==> src/ssi_angle_frame_checker_unit_assert.svh <==
// Assertion macros for the SSI angle frame checker.
// Expects clk and rst_n in the scope where the macros are used.
`ifndef SSI_ANGLE_FRAME_CHECKER_UNIT_ASSERT_SVH
`define SSI_ANGLE_FRAME_CHECKER_UNIT_ASSERT_SVH

// Same-cycle implication.
`define SAFC_ASSERT_NOW(lbl, ante, cons) \
    lbl: assert property (@(posedge clk) disable iff (!rst_n) (ante) |-> (cons)) \
        else $error("safc assertion failed");

// Next-cycle implication.
`define SAFC_ASSERT_NEXT(lbl, ante, cons) \
    lbl: assert property (@(posedge clk) disable iff (!rst_n) (ante) |=> (cons)) \
        else $error("safc assertion failed");

`endif

==> src/safc_pkg.sv <==
// Package for the SSI angle frame checker: link states, probe limits, CRC6 logic.
// No dependencies.
`timescale 1ns / 1ps
`default_nettype none

package safc_pkg;

    typedef enum logic [1:0] {
        LINK_PROBING = 2'd0,
        LINK_READY   = 2'd1,
        LINK_FAILED  = 2'd2
    } link_state_t;

    localparam int FRAME_W  = 24;
    localparam int DATA_W   = 18;
    localparam int CRC_W    = 6;
    localparam int ANGLE_W  = 14;
    localparam int STATUS_W = 4;

    localparam logic [3:0] PROBE_ATTEMPTS     = 4'd10;
    localparam logic [1:0] PROBE_VALID_NEEDED = 2'd3;

    // Contribution of data bit k (x^6+x+1, zero init, MSB first) to the CRC.
    localparam logic [CRC_W-1:0] CRC_COL [DATA_W] = '{
        6'h03, 6'h06, 6'h0C, 6'h18, 6'h30, 6'h23, 6'h05, 6'h0A, 6'h14,
        6'h28, 6'h13, 6'h26, 6'h0F, 6'h1E, 6'h3C, 6'h3B, 6'h35, 6'h29
    };

    function automatic logic [CRC_W-1:0] crc6_calc(input logic [DATA_W-1:0] data);
        logic [CRC_W-1:0] crc;
        crc = '0;
        for (int k = 0; k < DATA_W; k++)
        begin
            if (data[k])
            begin
                crc = crc ^ CRC_COL[k];
            end
        end
        return crc;
    endfunction

endpackage

`default_nettype wire

==> src/ssi_angle_frame_checker_unit.sv <==
// A frame item passes the input register, then the result register.
// Throughput: one item per cycle unless result_stall holds; the CRC6 and
// probe/status update are one combinational pass between the two registers.
// Reset (rst_n low, asynchronous): both stages empty, link probing,
// probe counters and kept status cleared.
`timescale 1ns / 1ps
`default_nettype none
`include "ssi_angle_frame_checker_unit_assert.svh"

module ssi_angle_frame_checker_unit #(
    parameter logic [3:0] PROBE_ATTEMPTS     = safc_pkg::PROBE_ATTEMPTS,
    parameter logic [1:0] PROBE_VALID_NEEDED = safc_pkg::PROBE_VALID_NEEDED
) (
    input  wire logic        clk,
    input  wire logic        rst_n,
    input  wire logic        frame_valid,
    output logic             frame_stall,
    input  wire logic [23:0] frame_word,
    output logic             result_valid,
    input  wire logic        result_stall,
    output logic             crc_ok,
    output logic [13:0]      angle_count,
    output logic             track_loss,
    output logic             push_button,
    output logic [1:0]       field_status,
    output logic             status_changed,
    output logic [1:0]       link_state
);

    logic                          in_valid_reg;
    logic [safc_pkg::FRAME_W-1:0]  frame_reg;
    logic                          out_valid_reg;
    logic                          crc_ok_reg;
    logic [safc_pkg::ANGLE_W-1:0]  angle_reg;
    logic [safc_pkg::STATUS_W-1:0] status_reg;
    logic                          changed_reg;
    safc_pkg::link_state_t         link_reg;

    safc_pkg::link_state_t         state_reg, state_next;
    logic [3:0]                    attempts_reg, attempts_next;
    logic [1:0]                    pvalid_reg, pvalid_next;
    logic                          nonzero_reg, nonzero_next;
    logic [safc_pkg::STATUS_W-1:0] last_status_reg, last_status_next;
    logic                          seen_reg, seen_next;

    logic                          advance;
    logic                          in_load;
    logic                          ok;
    logic [safc_pkg::ANGLE_W-1:0]  angle;
    logic [safc_pkg::STATUS_W-1:0] status;
    logic                          changed;

    assign advance     = in_valid_reg && (!out_valid_reg || !result_stall);
    assign frame_stall = in_valid_reg && !advance;
    assign in_load     = !frame_stall;

    always_comb
    begin
        ok = (safc_pkg::crc6_calc(frame_reg[23:6]) == frame_reg[5:0]);
        angle  = ok ? frame_reg[23:10] : '0;
        status = ok ? frame_reg[9:6] : '0;
        changed          = 1'b0;
        state_next       = state_reg;
        attempts_next    = attempts_reg;
        pvalid_next      = pvalid_reg;
        nonzero_next     = nonzero_reg;
        last_status_next = last_status_reg;
        seen_next        = seen_reg;
        case (state_reg)
            safc_pkg::LINK_PROBING:
            begin
                if (attempts_reg != 4'hF)
                begin
                    attempts_next = attempts_reg + 4'd1;
                end
                if (ok)
                begin
                    if (pvalid_reg != 2'd3)
                    begin
                        pvalid_next = pvalid_reg + 2'd1;
                    end
                    if (angle != '0)
                    begin
                        nonzero_next = 1'b1;
                    end
                end
                if (pvalid_next >= PROBE_VALID_NEEDED && nonzero_next)
                begin
                    state_next = safc_pkg::LINK_READY;
                end
                else if (attempts_next >= PROBE_ATTEMPTS)
                begin
                    state_next = safc_pkg::LINK_FAILED;
                end
            end
            safc_pkg::LINK_READY:
            begin
                if (ok && (!seen_reg || status != last_status_reg))
                begin
                    changed          = 1'b1;
                    last_status_next = status;
                    seen_next        = 1'b1;
                end
            end
            default:
            begin
                state_next = state_reg;
            end
        endcase
    end

    always_ff @(posedge clk or negedge rst_n)
    begin
        if (!rst_n)
        begin
            in_valid_reg    <= 1'b0;
            out_valid_reg   <= 1'b0;
            state_reg       <= safc_pkg::LINK_PROBING;
            attempts_reg    <= '0;
            pvalid_reg      <= '0;
            nonzero_reg     <= 1'b0;
            last_status_reg <= '0;
            seen_reg        <= 1'b0;
        end
        else
        begin
            if (in_load)
            begin
                in_valid_reg <= frame_valid;
            end
            if (advance)
            begin
                out_valid_reg   <= 1'b1;
                state_reg       <= state_next;
                attempts_reg    <= attempts_next;
                pvalid_reg      <= pvalid_next;
                nonzero_reg     <= nonzero_next;
                last_status_reg <= last_status_next;
                seen_reg        <= seen_next;
            end
            else if (!result_stall)
            begin
                out_valid_reg <= 1'b0;
            end
        end
    end

    always_ff @(posedge clk)
    begin
        if (frame_valid && in_load)
        begin
            frame_reg <= frame_word;
        end
        if (advance)
        begin
            crc_ok_reg  <= ok;
            angle_reg   <= angle;
            status_reg  <= status;
            changed_reg <= changed;
            link_reg    <= state_next;
        end
    end

    assign result_valid   = out_valid_reg;
    assign crc_ok         = crc_ok_reg;
    assign angle_count    = angle_reg;
    assign track_loss     = status_reg[3];
    assign push_button    = status_reg[2];
    assign field_status   = status_reg[1:0];
    assign status_changed = changed_reg;
    assign link_state     = link_reg;

    `SAFC_ASSERT_NOW(a_changed_needs_ready, out_valid_reg && changed_reg,
        crc_ok_reg && link_reg == safc_pkg::LINK_READY)
    `SAFC_ASSERT_NEXT(a_failed_sticks, state_reg == safc_pkg::LINK_FAILED,
        state_reg == safc_pkg::LINK_FAILED)
    `SAFC_ASSERT_NOW(a_probe_bounded, state_reg == safc_pkg::LINK_PROBING,
        attempts_reg < PROBE_ATTEMPTS)

endmodule

`default_nettype wire
==> config.mk <==
export PLATFORM = sky130hd
export DESIGN_NAME = ssi_angle_frame_checker_unit
export DESIGN_NICKNAME = d
export VERILOG_FILES = /design/src/safc_pkg.sv /design/src/ssi_angle_frame_checker_unit.sv
export VERILOG_INCLUDE_DIRS = /design/src /design/src/src
export SDC_FILE = /design/constraint.sdc
export NUM_CORES = 1
export LEC_CHECK = 0
export BUFFER_PORTS_ARGS = -buffer_cell sky130_fd_sc_hd__buf_4
export CORE_MARGIN = 2
export CORE_UTILIZATION = 55
export CTS_CLUSTER_SIZE = 16
export DETAILED_ROUTE_END_ITERATION = 8
export HOLD_SLACK_MARGIN = 0.1
export PLACE_DENSITY_LB_ADDON = 0.12
export SETUP_SLACK_MARGIN = 0.1
export SLEW_MARGIN = 20
export SYNTH_ARGS = -nofsm -noshare
export SYNTH_HDL_FRONTEND = slang
export SYNTH_SLANG_ARGS = --single-unit
==> constraint.sdc <==
create_clock -name clk -period 3 [get_ports clk]
set_input_delay 0.6 -clock clk [delete_from_list [all_inputs] [get_ports clk]]
set_output_delay 0.6 -clock clk [all_outputs]
set_load 0.05 [all_outputs]
==> impl.org, run 1 <==
** Clocking
- In this run, CTS created clock tree buffers numbering 9.
- Clock tree synthesis found a total of 62 sinks.
- The H-tree was split into 3 levels.
- TritonCTS built the clock tree.
- Clock Tree Buf Depth :: 2
- After clock tree synthesis, the clock-pin slew on the worst setup and hold paths is roughly 0.060 ns.
- The tree is rooted in a sky130_fd_sc_hd__clkbuf_8.
- Buffers inserted to repair hold after CTS numbered 0.
- For the worst-skew pair, the clock arrives at the later sink with an insertion delay of approximately 0.33 ns.

** Synth
- The top cell type by area accounts for 47.7% of the synthesized area.
- Synthesis inferred 62 register bits.
- For this run, the leading register cell type out of synthesis is sky130_fd_sc_hd__edfxtp_1.
- Commonest cells in the synthesized netlist :: sky130_fd_sc_hd__edfxtp_1 (46), sky130_fd_sc_hd__and3_1 (18), sky130_fd_sc_hd__dfrtp_1 (16)
- Area of the mapped netlist :: approximately 0.0029 mm²
- The most common cell in the synthesized netlist is sky130_fd_sc_hd__edfxtp_1.
- Cell type contributing the most total cell area after synthesis :: sky130_fd_sc_hd__edfxtp_1
- Of all flip-flops after synthesis, the portion carrying an async set or reset was approximately a quarter.
- Yosys cell types :: 45
- Yosys printed 0 warnings.
- Of the synthesized area, sequential elements account for 61.6%.
- Counting flops with a built-in enable in the synthesized netlist gives 46.
- The cell count after synthesis came out at 197.
- Number of nets produced by synthesis :: 227
- A synthesized cell averages 14.7 µm².
- By area the synthesized netlist is led by sky130_fd_sc_hd__edfxtp_1 (48%), sky130_fd_sc_hd__dfrtp_1 (14%), sky130_fd_sc_hd__xnor3_1 (6.2%).

** Pwr
- For this design the ratio of total power to cell area is 644 mW/mm².
- Static Leakage :: 1.63 nW
- Across the VDD grid, the largest voltage drop is 469 µV.

** Placement
- Detailed placement finished with a half-perimeter wire length of 3.68 mm.
- Placer congestion estimate :: 0.863
- Prior to clock tree synthesis, the placed netlist has a worst setup slack of 0.120 ns.
- IO Port Bufs :: 51

** STA
- For the final routed database, the setup TNS stands at 0 ns.
- Pins over their slew limit :: 0
- At the pin with the least slew margin, the transition time is 0.725 ns.
- Achievable frequency :: ~360 MHz
- Final critical-path required period :: ~2.8 ns
- The clock arrives with 0.00952 ns of skew.
- Final Hold Violating Endpoints :: 0
- After layout, the worst path uses 93.5% of the clock period.
- Setup repair after global routing left no endpoint under its margin.
- Setup violations remaining at the end of the flow were counted as 0.
- Final worst setup slack :: 0.196 ns
- Max-Slew Margin vs Limit :: about half

** Finish
- From synthesis to final layout, the design area changed by 26.4%.
- Diode insertion count for antenna repair :: 0
- Layout cell share with drive strength beyond 1 :: 35.4%
- Max FFs per register :: 24
- After the last flow step, the layout net total stands at 302.

** Detailed routing
- Once detail routing completed, the nets flagged for antenna violations numbered 0.
- Met2 wire length :: 2.48 mm
- The routed design uses 223 µm of met3 wire.
- Dividing the detail-routed via count by the number of cells gives 5.19.
- Initial DRC count :: 131
- Summing over every cut layer, the via total after detailed routing is about 1800.
- In the routed design, unresolved DRC markers number 0.
- Aggregate routed wire length :: around 5.2 mm
- Highest signal layer in the routed design :: met4
- The first detailed-routing pass took 4 iterations.
- Post-Route M1 WL :: 2.39 mm
- Detail-routed net length per standard cell :: 14.9 µm

** Floorplan
- From bottom edge to top edge, the die measures 76.5 µm.
- Standard cell core area :: 0.00511 mm²
- Starting Density :: 56.7%
- The die covers 0.00586 mm².
- Placement Rows :: 26
- During I/O placement, the number of pins put on the boundary was 52.
- The die is 76.5 µm wide.

** Critical path
- Data on the critical path is required at its endpoint by around 3.2 ns.
- Data on the critical path arrives at its endpoint at 3.01 ns.
- In this run the critical register-to-register path is launched from frame_reg[23].
- Biggest fanout along the worst timing path :: 6
- WS Path Type :: flip-flop to flip-flop
- STA classifies the critical path startpoint as a flip-flop.
- Kind of capture point of the worst setup path :: flip-flop
- Reg2Reg Depth :: 9
- Capturing point of the worst reg2reg path :: last_status_reg[1]
- FF-to-FF setup slack :: 0.20 ns

** GRT
- The number of antenna violations at the first check in global routing is 0.
- The via count of the first global-routing pass is ~1700.
- Global routing used 18.7% of the available tracks.
- Global-route wire length before repair :: 8.33 mm
- Entering global routing, the biggest net connects 25 pins.
- After global routing the overflow that remains totals 0.

** Outcome
- The flow ran to the end, and the final reports show no timing, DRC or antenna violations.

** Hold path
- The path class of the tightest hold or removal check is input pin to asynchronous set/reset pin.

** Run
- The tool flagged a number of max-cap violations equal to 0.
==> through the flow <==
stage                     std cells  total power, W  hold slack, ns  util, %  area [µm²]
after global routing            347         0.00246           0.123     71.6        3660
after detailed placement        320         0.00168           0.474     66.3        3390
after CTS                       336         0.00235           0.112     69.9        3570
final                           347         0.00236           0.121     71.6        3660
after global placement          320         0.00167           0.472     66.3        3390
after floorplan                 197         0.00153           0.304        -        2890
==> layout by cell type, fill, tap and decap left out, types with 2 or more instances in the layout <==
cell | netlist | routed
sky130_fd_sc_hd__edfxtp_1 | 46 | 46
sky130_fd_sc_hd__and2_1 | 3 | 3
sky130_fd_sc_hd__mux2_1 | 2 | 2
sky130_fd_sc_hd__o21a_1 | 3 | 3
sky130_fd_sc_hd__mux2_4 | 2 | 2
sky130_fd_sc_hd__dfrtp_1 | 16 | 16
sky130_fd_sc_hd__clkbuf_8 | 0 | 10
sky130_fd_sc_hd__nor4_1 | 4 | 4
sky130_fd_sc_hd__inv_1 | 5 | 5
sky130_fd_sc_hd__xnor3_1 | 8 | 8
sky130_fd_sc_hd__nand2b_1 | 6 | 6
sky130_fd_sc_hd__a31oi_1 | 4 | 4
sky130_fd_sc_hd__ha_1 | 2 | 2
sky130_fd_sc_hd__nand2_1 | 6 | 6
sky130_fd_sc_hd__and3_1 | 18 | 18
sky130_fd_sc_hd__nand4_1 | 3 | 3
sky130_fd_sc_hd__nand3b_1 | 3 | 3
sky130_fd_sc_hd__a21oi_1 | 5 | 5
sky130_fd_sc_hd__xnor2_1 | 15 | 15
sky130_fd_sc_hd__xor2_1 | 6 | 6
sky130_fd_sc_hd__nand3_1 | 6 | 6
sky130_fd_sc_hd__clkbuf_1 | 4 | 4
sky130_fd_sc_hd__buf_4 | 0 | 70
sky130_fd_sc_hd__or2_2 | 3 | 3
sky130_fd_sc_hd__nor2_1 | 4 | 4
==> what timing repair did <==
item / CTS / global route
setup buffers: 0 / 11
gates resized for setup: 0 / 1
setup endpoints to repair: 0 / 6
==> logic make-up after synthesis <==
group | count (synthesis) | share of synthesized area [%]
adder cells (fa/ha/maj) | 2 | 0.865
AO/OA/AOI/OAI | 21 | 5.66
buffers and inverters | 11 | 1.95
multiplexers | 6 | 2.55
AND/OR/NAND/NOR | 65 | 13.9
XOR/XNOR | 30 | 13.5
flip-flops | 62 | 61.6
==> layer usage <==
layer / GRT usage, % / up-vias
met4: 8.18 / 0
met5: 0 / -
li1: - / 882
met2: 29.9 / 52
met3: 4.03 / 6
met1: 24.9 / 861
==> final cells by class <==
class / count / area [µm²]
repair buffers: 70 / 526
clock inverters: 1 / 5.00
multi-input cells: 124 / 1060
fillers: 359 / 1450
well taps: 70 / 87.6
flip-flops and latches: 62 / 1780
inverters: 5 / 18.8
clock buffers: 15 / 178
==> how the worst max path moves through the flow <==
stage,from,to,cells past startpoint
2_1_floorplan,frame_reg[19],last_status_reg[1],8
3_3_place_gp,frame_reg[19],status_changed,7
3_5_place_dp,frame_reg[19],status_changed,7
4_1_cts,frame_reg[19],last_status_reg[1],7
5_1_grt,frame_reg[23],last_status_reg[1],9
6_report,frame_reg[23],last_status_reg[1],9
==> worst max-delay path, stage by stage, from the launching register on <==
cell and delay [ns]:
sky130_fd_sc_hd__edfxtp_1 0.40, sky130_fd_sc_hd__buf_4 0.17, sky130_fd_sc_hd__xnor2_1 0.18, sky130_fd_sc_hd__xnor3_1 0.44, sky130_fd_sc_hd__or3_4 0.35, sky130_fd_sc_hd__a211oi_4 0.33, sky130_fd_sc_hd__buf_4 0.18, sky130_fd_sc_hd__a31oi_1 0.10
sky130_fd_sc_hd__o22ai_2 0.19, sky130_fd_sc_hd__mux2_1 0.35
==> where the power goes <==
part | leakage [nW] | switching (W) | internal (W)
combinational | 0.888 | 0.000312 | 0.000279
sequential | 0.651 | 0.0000763 | 0.00102
clock | 0.0929 | 0.000296 | 0.000373
total | 1.63 | 0.000685 | 0.00167
No activity file was read; power rests on OpenSTA's default activity.
==> run 2: changes to the inputs <==
Settings changed: PLACE_DENSITY_LB_ADDON 0.12 to 0.25.
Clock period 3 ns to 3.1 ns, I/O delays scaled along.
==> run 2 against run 1 <==
Routed wire length decreased by 6.0%. Power is 6.3% lower. Final cell count shrank 2.6%. Sequential power fell by 4%. Register-to-register slack is essentially flat. Critical endpoint is now status_changed. Clock power decreased by 12%. Highest routed layer unchanged. Combinational power decreased by 5.9%. Non-clock buffer count shrank 9. Maximum frequency shrank 3.4%. First-iteration DRC count up 46%. Clock-buffer cell count down 2.
==> impl.org, run 2 (synthesis gave the netlist of run 1 again) <==
** Detailed routing
- The pre-antenna-repair detailed-routing pass consisted of 4 iterations.
- Initial DRC count :: 191
- Aggregate routed wire length :: 4.85 mm
- Detail-routed net length per standard cell :: 14.3 µm
- The detailed router placed 1742 vias in this run.
- The detail route stage leaves a number of antenna-violating nets equal to 0.
- After detailed routing, the number of vias per cell comes to 5.15.
- For this run, design rule violations remaining after detail routing come to 0.

** GRT
- Number of global-route vias before repair :: between 1500 and 2000
- Entering global routing, the biggest net connects 25 pins.
- The first global-routing pass estimated 8.02 mm of wire.
- Initial antenna violation count :: 0
- Global routing used ~18% of the available tracks across all layers.
- Global routing finished with a remaining overflow of 0.

** Pwr
- Power density over the cells :: 619 mW/mm²
- Maximum resistive drop on vdd :: around 470 µV
- Summing internal, switching and leakage power gives around 0.0022 W.
- Static Leakage :: 1.58 nW

** Floorplan
- Standard cell core area :: approximately 0.005 mm²
- The floorplan step defined a die boundary enclosing 0.00586 mm².
- Placement Rows :: 26
- Die Height :: 76.5 µm
- In this run the count of I/O pins placed on the die edge is 52.
- Starting Density :: between 50% and 60%
- From left edge to right edge, the die measures 76.5 µm.

** STA
- Setup total negative slack on the finished layout was measured at 0 ns.
- At the pin with the least slew margin, the transition time is ~0.42 ns.
- Fin Clk Skew :: 0.00981 ns
- Static timing analysis puts the maximum clock frequency at 345 MHz.
- Subtracting the final worst setup slack from the clock period gives between 2 and 3 ns.
- The max-slew violation count came to 0.
- The total count of hold-check failures in the final report is 0.
- Final setup violating endpoints :: 0
- Period utilization :: 93.6%
- Setup repair after global routing missed its margin :: yes
- Max-Slew Margin vs Limit :: 72.0%
- Final worst setup slack :: 0.198 ns

** Finish
- In the final design database the tool counted 293 nets.
- The top cell types in the final layout, fill and taps aside, are sky130_fd_sc_hd__buf_4 (61), sky130_fd_sc_hd__edfxtp_1 (46), sky130_fd_sc_hd__and3_1 (18).
- Cells fill 69.9% of the core in the end.
- Most frequent standard cell in the layout excluding fill and tap cells :: sky130_fd_sc_hd__buf_4
- Layout cell share with drive strength beyond 1 :: 33.6%
- Number of non-filler instances in the completed layout :: roughly 340
- The area growth from synthesis to layout is 23.4%.
- 0 antenna diodes ended up in the layout.
- The register with the most flip-flops in the layout has 24 of them.

** Critical path
- Buf+Inv Stages, Crit Path :: 0
- The critical path is of the flip-flop to flip-flop type.
- Worst EP required :: 3.17 ns
- Data arrives at the worst endpoint at 2.97 ns.
- In this run the worst path has a maximum fanout of 7.
- Worst setup path startpoint :: frame_reg[19]
- Delay contributed by the slowest stage of the critical path :: between 0.4 and 0.5 ns
- The worst setup path is launched from a flip-flop.
- Kind of capture point of the worst setup path :: flip-flop
- Counting stages on the worst path, the most repeated cell is sky130_fd_sc_hd__xnor3_1.
- Cell chain of the critical path :: xnor3_1, xnor3_1, or3_4, a211oi_4, and2_2, a21oi_1, o211a_1
- Launching point of the worst reg2reg path :: frame_reg[19]
- The slowest stage of the critical path belongs to the cell sky130_fd_sc_hd__edfxtp_1.
- Crit path max-delay family :: XOR/XNOR gates

** Clocking
- In this run the clock root is driven by a sky130_fd_sc_hd__clkbuf_8.
- TritonCTS built the clock tree.
- The H-tree was split into 3 levels.
- The later pin in the worst-skew pair is clocked with a latency of roughly 0.32 ns.
- Clock transition at the registers of the reported paths :: around 0.07 ns
- Counting along the longest clock path gives a buffer depth of 2.
- Number of sinks handled by clock tree synthesis :: 62
- CTS Buf Count :: 9

** Outcome
- Outcome :: completed

** Placement
- IO Port Bufs :: 51
- After detailed placement, the design holds a cell count of 318.
- Placement Setup Slack :: 0.114 ns
- Placed wire-length estimate after detailed placement :: ~3.4 mm
- At the end of routability-driven placement, the weighted congestion stood at 0.882.

** Run
- Max-cap violations in this run came to 0.

** Hold path
- In this run the worst hold path is classified as input pin to asynchronous set/reset pin.
[run 2: cell types whose count changed in the layout (fill, tap and decap cells not counted), sizes merged]
| cell | delta |
|---|---|
| buf | -9 |
| clkbuf | -2 |
| clkinv | +2 |
[run 2: path summary, 6_finish.rpt]
kind	slack (ns)	end	cells past startpoint
min	0.15	attempts_reg[3]	1
max	0.20	status_changed	7
max in group asynchronous	2.76	last_status_reg[3]	1
min in group clk	0.47	frame_reg[23]	1
max reg2reg	0.20	status_changed	7
min reg2reg	0.49	nonzero_reg	1
[run 2: final cells by class]
class,instances,area [µm²]
fillers,368,1540
well taps,70,87.6
inverters,5,18.8
clock inverters,3,13.8
repair buffers,61,458
clock buffers,13,149
multi-input cells,124,1060
flip-flops and latches,62,1780
[run 2: timing repair]
item / in CTS / in global routing
hold buffers: 0 / 0
endpoints found under the setup margin: 1 / 5
resized for setup: 1 / 1
setup buffers: 0 / 4
pin swaps: 0 / 2
[run 2: where the power goes]
part | internal [W] | leakage [nW] | switching [W]
Combinational | 0.000265 | 0.845 | 0.000292
Sequential | 0.000987 | 0.651 | 0.0000773
Clock | 0.000307 | 0.0848 | 0.000281
Total | 0.00156 | 1.58 | 0.000651
[run 2: layer usage]
metal / track usage [%] / vias to the layer above / share of wire, % / routed length (µm)
li1: - / 861 / - / -
met1: 26.3 / 822 / 47 / 2260
met2: 25.9 / 52 / 48 / 2310
met3: 3.20 / 7 / 4.5 / 216
met4: 8.18 / 0 / 1.3 / 64
met5: 0 / - / 0 / 0
[run 2: stage by stage]
step	hold slack (ns)	instance area, µm²
finish	0.152	3570
global route	0.164	3570
CTS	0.150	3540
detailed placement	0.476	3370
global placement	0.477	3370
floorplan	0.324	2890
